**src/hdl/amc_pkg.sv**
```systemverilog
// ----------------------------------------------------------------------------
// amc_pkg
// Shared types, opcodes and sizes for the accumulator machine core.
// ----------------------------------------------------------------------------
package amc_pkg;

    localparam int MEM_WORDS = 256;
    localparam int ADDR_W    = $clog2(MEM_WORDS);
    localparam int PC_W      = ADDR_W + 1;
    localparam int DATA_W    = 32;
    localparam int CNT_W     = $clog2(DATA_W);

    typedef enum logic [1:0] {
        CMD_LOAD  = 2'd0,
        CMD_START = 2'd1,
        CMD_STEP  = 2'd2,
        CMD_NONE  = 2'd3
    } cmd_t;

    typedef enum logic [1:0] {
        ST_OK      = 2'd0,
        ST_INVALID = 2'd1,
        ST_DIVZERO = 2'd2,
        ST_HALTED  = 2'd3
    } status_t;

    localparam logic [7:0] OP_READ       = 8'd1;
    localparam logic [7:0] OP_WRITE      = 8'd2;
    localparam logic [7:0] OP_LOAD       = 8'd3;
    localparam logic [7:0] OP_STORE      = 8'd4;
    localparam logic [7:0] OP_ADD        = 8'd5;
    localparam logic [7:0] OP_SUB        = 8'd6;
    localparam logic [7:0] OP_MUL        = 8'd7;
    localparam logic [7:0] OP_DIV        = 8'd8;
    localparam logic [7:0] OP_MOD        = 8'd9;
    localparam logic [7:0] OP_BRANCH     = 8'd10;
    localparam logic [7:0] OP_BRANCHNEG  = 8'd11;
    localparam logic [7:0] OP_BRANCHZERO = 8'd12;
    localparam logic [7:0] OP_HALT       = 8'd13;

    typedef enum logic [3:0] {
        S_IDLE,
        S_CLEAR,
        S_FETCH,
        S_FETCH_WAIT,
        S_OPER,
        S_OPER_WAIT,
        S_EXEC,
        S_DIV_RUN,
        S_DONE
    } state_t;

    // divider handshake
    typedef struct packed {
        logic start;
        logic is_mod;
    } div_req_t;

    typedef struct packed {
        logic busy;
        logic done;
    } div_rsp_t;

endpackage

```
**src/hdl/amc_divider.sv**
```systemverilog
// ----------------------------------------------------------------------------
// amc_divider
// Bit-serial signed divide and modulo, one quotient bit per cycle.
// ----------------------------------------------------------------------------
module amc_divider
(
    input  logic                          clk,
    input  logic                          rst_n,
    input  amc_pkg::div_req_t             req,
    input  logic [amc_pkg::DATA_W-1:0]    dividend,
    input  logic [amc_pkg::DATA_W-1:0]    divisor,
    output amc_pkg::div_rsp_t             rsp,
    output logic [amc_pkg::DATA_W-1:0]    result
);
    import amc_pkg::*;

    logic              busy_reg, busy_next;
    logic              done_reg, done_next;
    logic [CNT_W-1:0]  cnt_reg, cnt_next;
    logic [DATA_W-1:0] quo_reg, quo_next;
    logic [DATA_W-1:0] rem_reg, rem_next;
    logic [DATA_W-1:0] den_reg, den_next;
    logic              negq_reg, negq_next;
    logic              negr_reg, negr_next;
    logic              mod_reg, mod_next;
    logic [DATA_W:0]   trial;
    logic [DATA_W-1:0] shifted;
    logic [DATA_W-1:0] q_out;
    logic [DATA_W-1:0] r_out;

    always_ff @(posedge clk or negedge rst_n)
    begin
        if (!rst_n)
        begin
            busy_reg <= 1'b0;
            done_reg <= 1'b0;
        end
        else
        begin
            busy_reg <= busy_next;
            done_reg <= done_next;
        end
    end

    always_ff @(posedge clk)
    begin
        cnt_reg  <= cnt_next;
        quo_reg  <= quo_next;
        rem_reg  <= rem_next;
        den_reg  <= den_next;
        negq_reg <= negq_next;
        negr_reg <= negr_next;
        mod_reg  <= mod_next;
    end

    always_comb
    begin
        busy_next = busy_reg;
        done_next = 1'b0;
        cnt_next  = cnt_reg;
        quo_next  = quo_reg;
        rem_next  = rem_reg;
        den_next  = den_reg;
        negq_next = negq_reg;
        negr_next = negr_reg;
        mod_next  = mod_reg;
        shifted   = {rem_reg[DATA_W-2:0], quo_reg[DATA_W-1]};
        trial     = {1'b0, shifted} - {1'b0, den_reg};
        if (req.start)
        begin
            busy_next = 1'b1;
            cnt_next  = '0;
            quo_next  = dividend[DATA_W-1] ? (~dividend + 1'b1) : dividend;
            den_next  = divisor[DATA_W-1] ? (~divisor + 1'b1) : divisor;
            rem_next  = '0;
            negq_next = dividend[DATA_W-1] ^ divisor[DATA_W-1];
            negr_next = dividend[DATA_W-1];
            mod_next  = req.is_mod;
        end
        else if (busy_reg)
        begin
            // restoring step, remainder top bit is always clear
            if (!trial[DATA_W])
            begin
                rem_next = trial[DATA_W-1:0];
            end
            else
            begin
                rem_next = shifted;
            end
            quo_next = {quo_reg[DATA_W-2:0], ~trial[DATA_W]};
            cnt_next = cnt_reg + 1'b1;
            if (cnt_reg == CNT_W'(DATA_W - 1))
            begin
                busy_next = 1'b0;
                done_next = 1'b1;
            end
        end
    end

    assign q_out    = negq_reg ? (~quo_reg + 1'b1) : quo_reg;
    assign r_out    = negr_reg ? (~rem_reg + 1'b1) : rem_reg;
    assign result   = mod_reg ? r_out : q_out;
    assign rsp.busy = busy_reg;
    assign rsp.done = done_reg;

    a_done_after_busy: assert property (@(posedge clk) disable iff (!rst_n)
        done_reg |-> $past(busy_reg))
        else $error("divider done without run");
    a_no_overlap: assert property (@(posedge clk) disable iff (!rst_n)
        done_reg |-> !busy_reg)
        else $error("divider done while busy");
    a_cnt_zero: assert property (@(posedge clk) disable iff (!rst_n)
        $rose(busy_reg) |-> cnt_reg == '0)
        else $error("divider count not cleared");

endmodule

```
**config.mk**
```make
export PLATFORM = sky130hd
export DESIGN_NAME = amc_divider
export DESIGN_NICKNAME = d
export VERILOG_FILES = /design/src/hdl/amc_pkg.sv /design/src/hdl/amc_divider.sv
export SDC_FILE = /design/constraint.sdc
export NUM_CORES = 1
export LEC_CHECK = 0
export BUFFER_PORTS_ARGS = -buffer_cell sky130_fd_sc_hd__buf_4
export CORE_UTILIZATION = 60
export CTS_CLUSTER_DIAMETER = 30
export DETAILED_ROUTE_END_ITERATION = 10
export PLACE_DENSITY_LB_ADDON = 0.1
export SLEW_MARGIN = 20
export SYNTH_ARGS = -nofsm -noshare
export SYNTH_HDL_FRONTEND = slang
export SYNTH_SLANG_ARGS = --single-unit
export TNS_END_PERCENT = 50
```
**constraint.sdc**
```tcl
create_clock -name clk -period 5.6 [get_ports clk]
set_input_delay 1.4 -clock clk [delete_from_list [all_inputs] [get_ports clk]]
set_output_delay 1.4 -clock clk [all_outputs]
set_load 0.01 [all_outputs]
```
# Word-level counts from Yosys, hierarchy flattened
# Index checks and enable logic that the tools add are counted.
[totals]
ff_bits = 106
input_bits = 68
output_inout_bits = 34
elab_cells = 38
[classes]
n_addsub = 6
eq_ne = 1
mux = 14
bitwise = 6
n_reduce_logical = 1
[op_table]
columns = ["cell", "n"]
rows = [
  ["2-to-1 mux 32 bit", 7],
  ["adder 32 x 1 -> 32 bit, second input constant", 4],
  ["NOT 32 bit", 4],
  ["subtractor 32 x 32 -> 33 bit", 1],
  ["2-to-1 mux 31 bit", 1],
  ["2-to-1 mux 1 bit", 6],
  ["adder 5 x 1 -> 5 bit, second input constant", 1],
  ["== test 5 bit, second input constant", 1],
  ["nonzero test 2 bit", 1],
  ["NOT 1 bit", 1],
  ["XOR 1 bit", 1],
]

# Depth between registers and ports, before layout
[logic_depth]
word_depth = 4
depth_mapped = 15
mapped_depth_nobuf = 12

# Worst setup path before layout
# OpenSTA, ideal clock, no wires.
[synth_path]
path_kind = "register to output"
startpoint = "register quo_reg[9]"
endpoint = "output port result[28] in the netlist's numbering"
arrival_ps = 2924
required_time_ps = 4200
slack_ps = 1276
stages_incl_launch_ff = 10
path_buffers = 0
path_cell_list = "edfxtp_1 -> or3_1 -> or4_1 -> or3_1 -> or3_1 -> or3_1 -> o31ai_1 -> xnor2_1 -> nor2_1 -> a21oi_1"
[synth_via]
elab_chain_len = 4
[synth_rtl]
columns = ["element", "line", "text"]
rows = [
  ["from (decl)", "amc_divider.sv:20", "logic [DATA_W-1:0] quo_reg, quo_next;"],
  ["from (signal assigned)", "amc_divider.sv:48", "quo_reg <= quo_next;"],
  ["NOT 32 bit", "amc_divider.sv:101", "assign q_out = negq_reg ? (~quo_reg + 1'b1) : quo_reg;"],
  ["adder 32 x 1 -> 32 bit", "amc_divider.sv:101", ""],
  ["2-to-1 mux 32 bit", "amc_divider.sv:101", ""],
  ["2-to-1 mux 32 bit", "amc_divider.sv:103", "assign result = mod_reg ? r_out : q_out;"],
  ["to (decl)", "amc_divider.sv:13", "output logic [amc_pkg::DATA_W-1:0] result"],
]
# Every way passes these cells.

# Worst setup path after layout
[layout_path]
startpoint = "register rem_reg[4]"
endpoint = "output port result[22] in the netlist's numbering"
[layout_via]
elab_chain_len = 4
[layout_rtl]
columns = ["element", "line", "text"]
rows = [
  ["from (decl)", "amc_divider.sv:21", "logic [DATA_W-1:0] rem_reg, rem_next;"],
  ["from (signal assigned)", "amc_divider.sv:49", "rem_reg <= rem_next;"],
  ["NOT 32 bit", "amc_divider.sv:102", "assign r_out = negr_reg ? (~rem_reg + 1'b1) : rem_reg;"],
  ["adder 32 x 1 -> 32 bit", "amc_divider.sv:102", ""],
  ["2-to-1 mux 32 bit", "amc_divider.sv:102", ""],
  ["2-to-1 mux 32 bit", "amc_divider.sv:103", ""],
]
# Every way passes these cells.

==> flow_summary.yaml <==
floorplanning:
  start_util_pct: 61.8
  core_area_um2: 14000
  die_area_um2: 14900
  die-height_um: 122
  ioPinCount: 102
  die_w_um: 122
  std_cell_rows: 43
cts:
  worstSkewPairLatency_ns: 0.36
  clock_path_buffers: 2
  cts_root_buffer: "clkbuf_16"
  clkSinkCount: 106
  cts_resized: 0
  postCtsHoldBufs: 0
  cts_buffers: 9
  cts.clk_slew.worst_paths_ns: 0.07
  cts_setup_buffers: 0
  cts_tree: "yes"
  h-tree-depth: 3
yosys:
  yosysSeqAreaShare_pct: 32.4
  syn_area_per_cell_um2: 8.20
  syn_area_um2: 8640
  syn_inst: 1054
  synth_area_leaders: "edfxtp_1 23%, dfxtp_1 8.6%, xor2_1 7.3%"
  synth_cell_types: 61
  synth_edf_count: 67
  synthFlopType: "edfxtp_1"
  ys_ff_latch: 106
  yosysWarnings: 0
  yosysTopAreaCell: "edfxtp_1"
  synth-async-reset-ratio_pct: 1.89
  synth_nets: 1161
  synth_top_area_share_pct: 23.3
grt:
  track_usage_pct: 26.7
  antenna_found_initial: 0
  grt_max_degree: 81
  grt_pass1_vias: 6814
  overflow: 0
  grt_pass1_wl_mm: 31.5
power_and_ir_drop:
  p_int_w: 0.00151
  p_leak_nw: 4.07
  pwr-share-seq_pct: 44.8
  comb_power_share_pct: 25.4
  p_clk_share_pct: 29.8
  peakVddDrop_uv: 297
  power_switching_w: 0.000630
  powerDensity_nw_per_um2: 219
  swShare_pct: 29.5
sta:
  max_freq_ghz: 0.197
  final-hold-violation-count: 0
  fin_crit_ns: 5.07
  rsz0062_at_grt: "false"
  setup_violations: 0
  fin_crit_sh_pct: 90.5
  tightest_slew_ns: 0.928
  fin_tns_setup_ns: 0
  slew_violations: 0
  max_slew_margin_pct: 38.1
  fin_skew_ns: 0.00804
routing:
  via_count: 7652
  drt_iter0_drc: 518
  antenna_left: 0
  viasPerCell: 5.87
  drc: 0
  firstDrtPassIters: 7
  post_drt_wl_per_cell_um: 15.1
  wirelength_mm: 19.7
setup_path:
  path_cells: "nor4_1 > nand2_1 > or4_1 > or3_1 > or2_2 > or3_1 > o21ai_0 > xor2_1 > a21oi_1 > buf_4"
  r2r_end: "rem_reg[24]$_SDFFE_PP0P_"
  r2r_start: "quo_reg[31]$_DFFE_PP_"
  cp-start-kind: "register"
  cp-end-kind: "output port"
  max_stage_delay_ns: 0.54
  worstPathArrival_ns: 3.67
  crit_fanout: 6
  crit_slowest_cell: "nor4_1"
  rrSetupSlack_ns: 1.54
  worstPathRequired_ns: 4.20
  crit_type: "reg -> out"
  worstRegToRegCells: 12
  cpMostUsedCell: "or3_1"
placed_design:
  numPortBuffers: 101
  place.gp.congestion: 0.935
  dp_hpwl_mm: 14.7
final_layout:
  drive_above_1_share_pct: 12.3
  post-route-util_pct: 69.7
  antennaDiodeCount: 0
  nNetsFinal: 1225
  fill_cells: 1198
  syn_to_final_growth_pct: 12.8
run:
  max_cap_viol_count: 0
run_status:
  status: "finished clean"
worst_hold_path:
  holdPathEnd: "cnt_reg[3]$_SDFFE_PP0P_"
  worstHoldStart: "cnt_reg[3]$_SDFFE_PP0P_"
  whs_path_depth: 2
  hp-class: "reg -> reg"
==> cells in the final DEF, fill, tap and decap left out, types with 13 or more instances in the layout <==
master	n
dfxtp_1	37
nand2_1	102
or3_1	23
a211oi_1	26
a21o_1	15
nor2_1	119
o21ai_0	69
xnor2_1	69
ha_1	38
or4_1	13
xor2_1	72
nor3_1	18
edfxtp_1	67
buf_4	105
a21oi_1	99
o31ai_1	36
inv_1	50
==> area by class of cell <==
class | instances | area (um^2) | area share, %
clock inverters | 1 | 6.26 | 0.0642
inverters | 50 | 188 | 1.92
clock buffers | 15 | 289 | 2.96
multi-input cells | 846 | 5450 | 55.9
well taps | 180 | 225 | 2.31
repair buffers | 105 | 788 | 8.08
flip-flops and latches | 106 | 2800 | 28.8
==> cell usage after synthesis, drive strengths merged (2+ instances only) <==
library cell    n
nor3           18
and3            7
mux2i          12
a31oi           5
o21bai          2
ha             38
or2             4
a211oi         26
nor3b           2
nor2          120
o311a           2
nand3          12
a221oi          2
xnor2          69
a41oi           2
nor2b           9
nand4           9
a21boi          2
inv            50
a311oi          5
mux2            5
o31ai          37
a31o            2
a21o           15
nand2b          6
dfxtp          37
o21a            7
buf            10
o211ai          3
nor4            5
nand3b          2
or3            27
edfxtp         67
o21ai          69
o41ai          12
nand2         102
or4            14
and2            7
a21oi          99
dfrtp           2
clkbuf         42
xor2           72
o31a            3
==> metrics by stage <==
| stage | worst slack (ns) | instances | instance area (um^2) | total power [W] | hold WS [ns] |
|---|---|---|---|---|---|
| 2_1_floorplan | 1.28 | 1054 | 8640 | 0.00131 | 0.467 |
| 4_1_cts | 0.548 | 1303 | 9750 | 0.00215 | 0.515 |
| 3_3_place_gp | 1.03 | 1287 | 9460 | 0.00151 | 0.481 |
| 3_5_place_dp | 0.965 | 1287 | 9460 | 0.00152 | 0.500 |
| 6_report | 0.532 | 1303 | 9750 | 0.00214 | 0.513 |
| 5_1_grt | 0.311 | 1303 | 9750 | 0.00224 | 0.558 |
==> cell families (layout without fill, tap and decap cells) <==
family | after synthesis | in the layout | synth area share [%]
compound gates | 303 | 303 | 22.2
xor+xnor | 141 | 141 | 14.3
fa+ha+maj | 39 | 39 | 5.73
buf+inv | 102 | 171 | 4.53
flops | 106 | 106 | 32.4
mux | 17 | 17 | 2.04
simple gates | 346 | 346 | 18.8
==> how the worst max path moves through the flow <==
stage	end	startpoint	depth (start not counted)	slack (ns)
after floorplan	result[28]	quo_reg[9]$_DFFE_PP_	9	1.28
after global placement	result[22]	rem_reg[4]$_SDFFE_PP0P_	10	1.03
after detailed placement	result[22]	rem_reg[4]$_SDFFE_PP0P_	10	0.96
after CTS	result[22]	rem_reg[4]$_SDFFE_PP0P_	10	0.55
after global routing	result[22]	rem_reg[4]$_SDFFE_PP0P_	10	0.31
final	result[22]	rem_reg[4]$_SDFFE_PP0P_	10	0.53
==> per-layer routing <==
metal  routed length (um)  vias up  global-route usage (%)
met5                    0        -                       0
met4                  259        0                    6.48
met3                  801       25                    3.79
met2                 9980      165                    47.9
met1                 8660     3530                    33.5
li1                     -     3932                       -
==> power by group through the flow <==
stage	clock network, W	registers (W)	logic (W)
final	0.000637	0.000958	0.000542
after global routing	0.000673	0.000966	0.000601
after CTS	0.000648	0.000958	0.000544
after detailed placement	0	0.000975	0.000540
after global placement	0	0.000974	0.000531
after floorplan	0	0.000953	0.000359
==> critical path: cells and delay by family, from the launching register on <==
kind,cells,cell delay [ns]
DFF,1,0.36
AOI/OAI and AO/OA,2,0.44
xor gates and xnor gates,1,0.09
buffers and inverters,1,0.16
and+or+nand+nor,6,2.26
(Power assumes the default switching activity.)
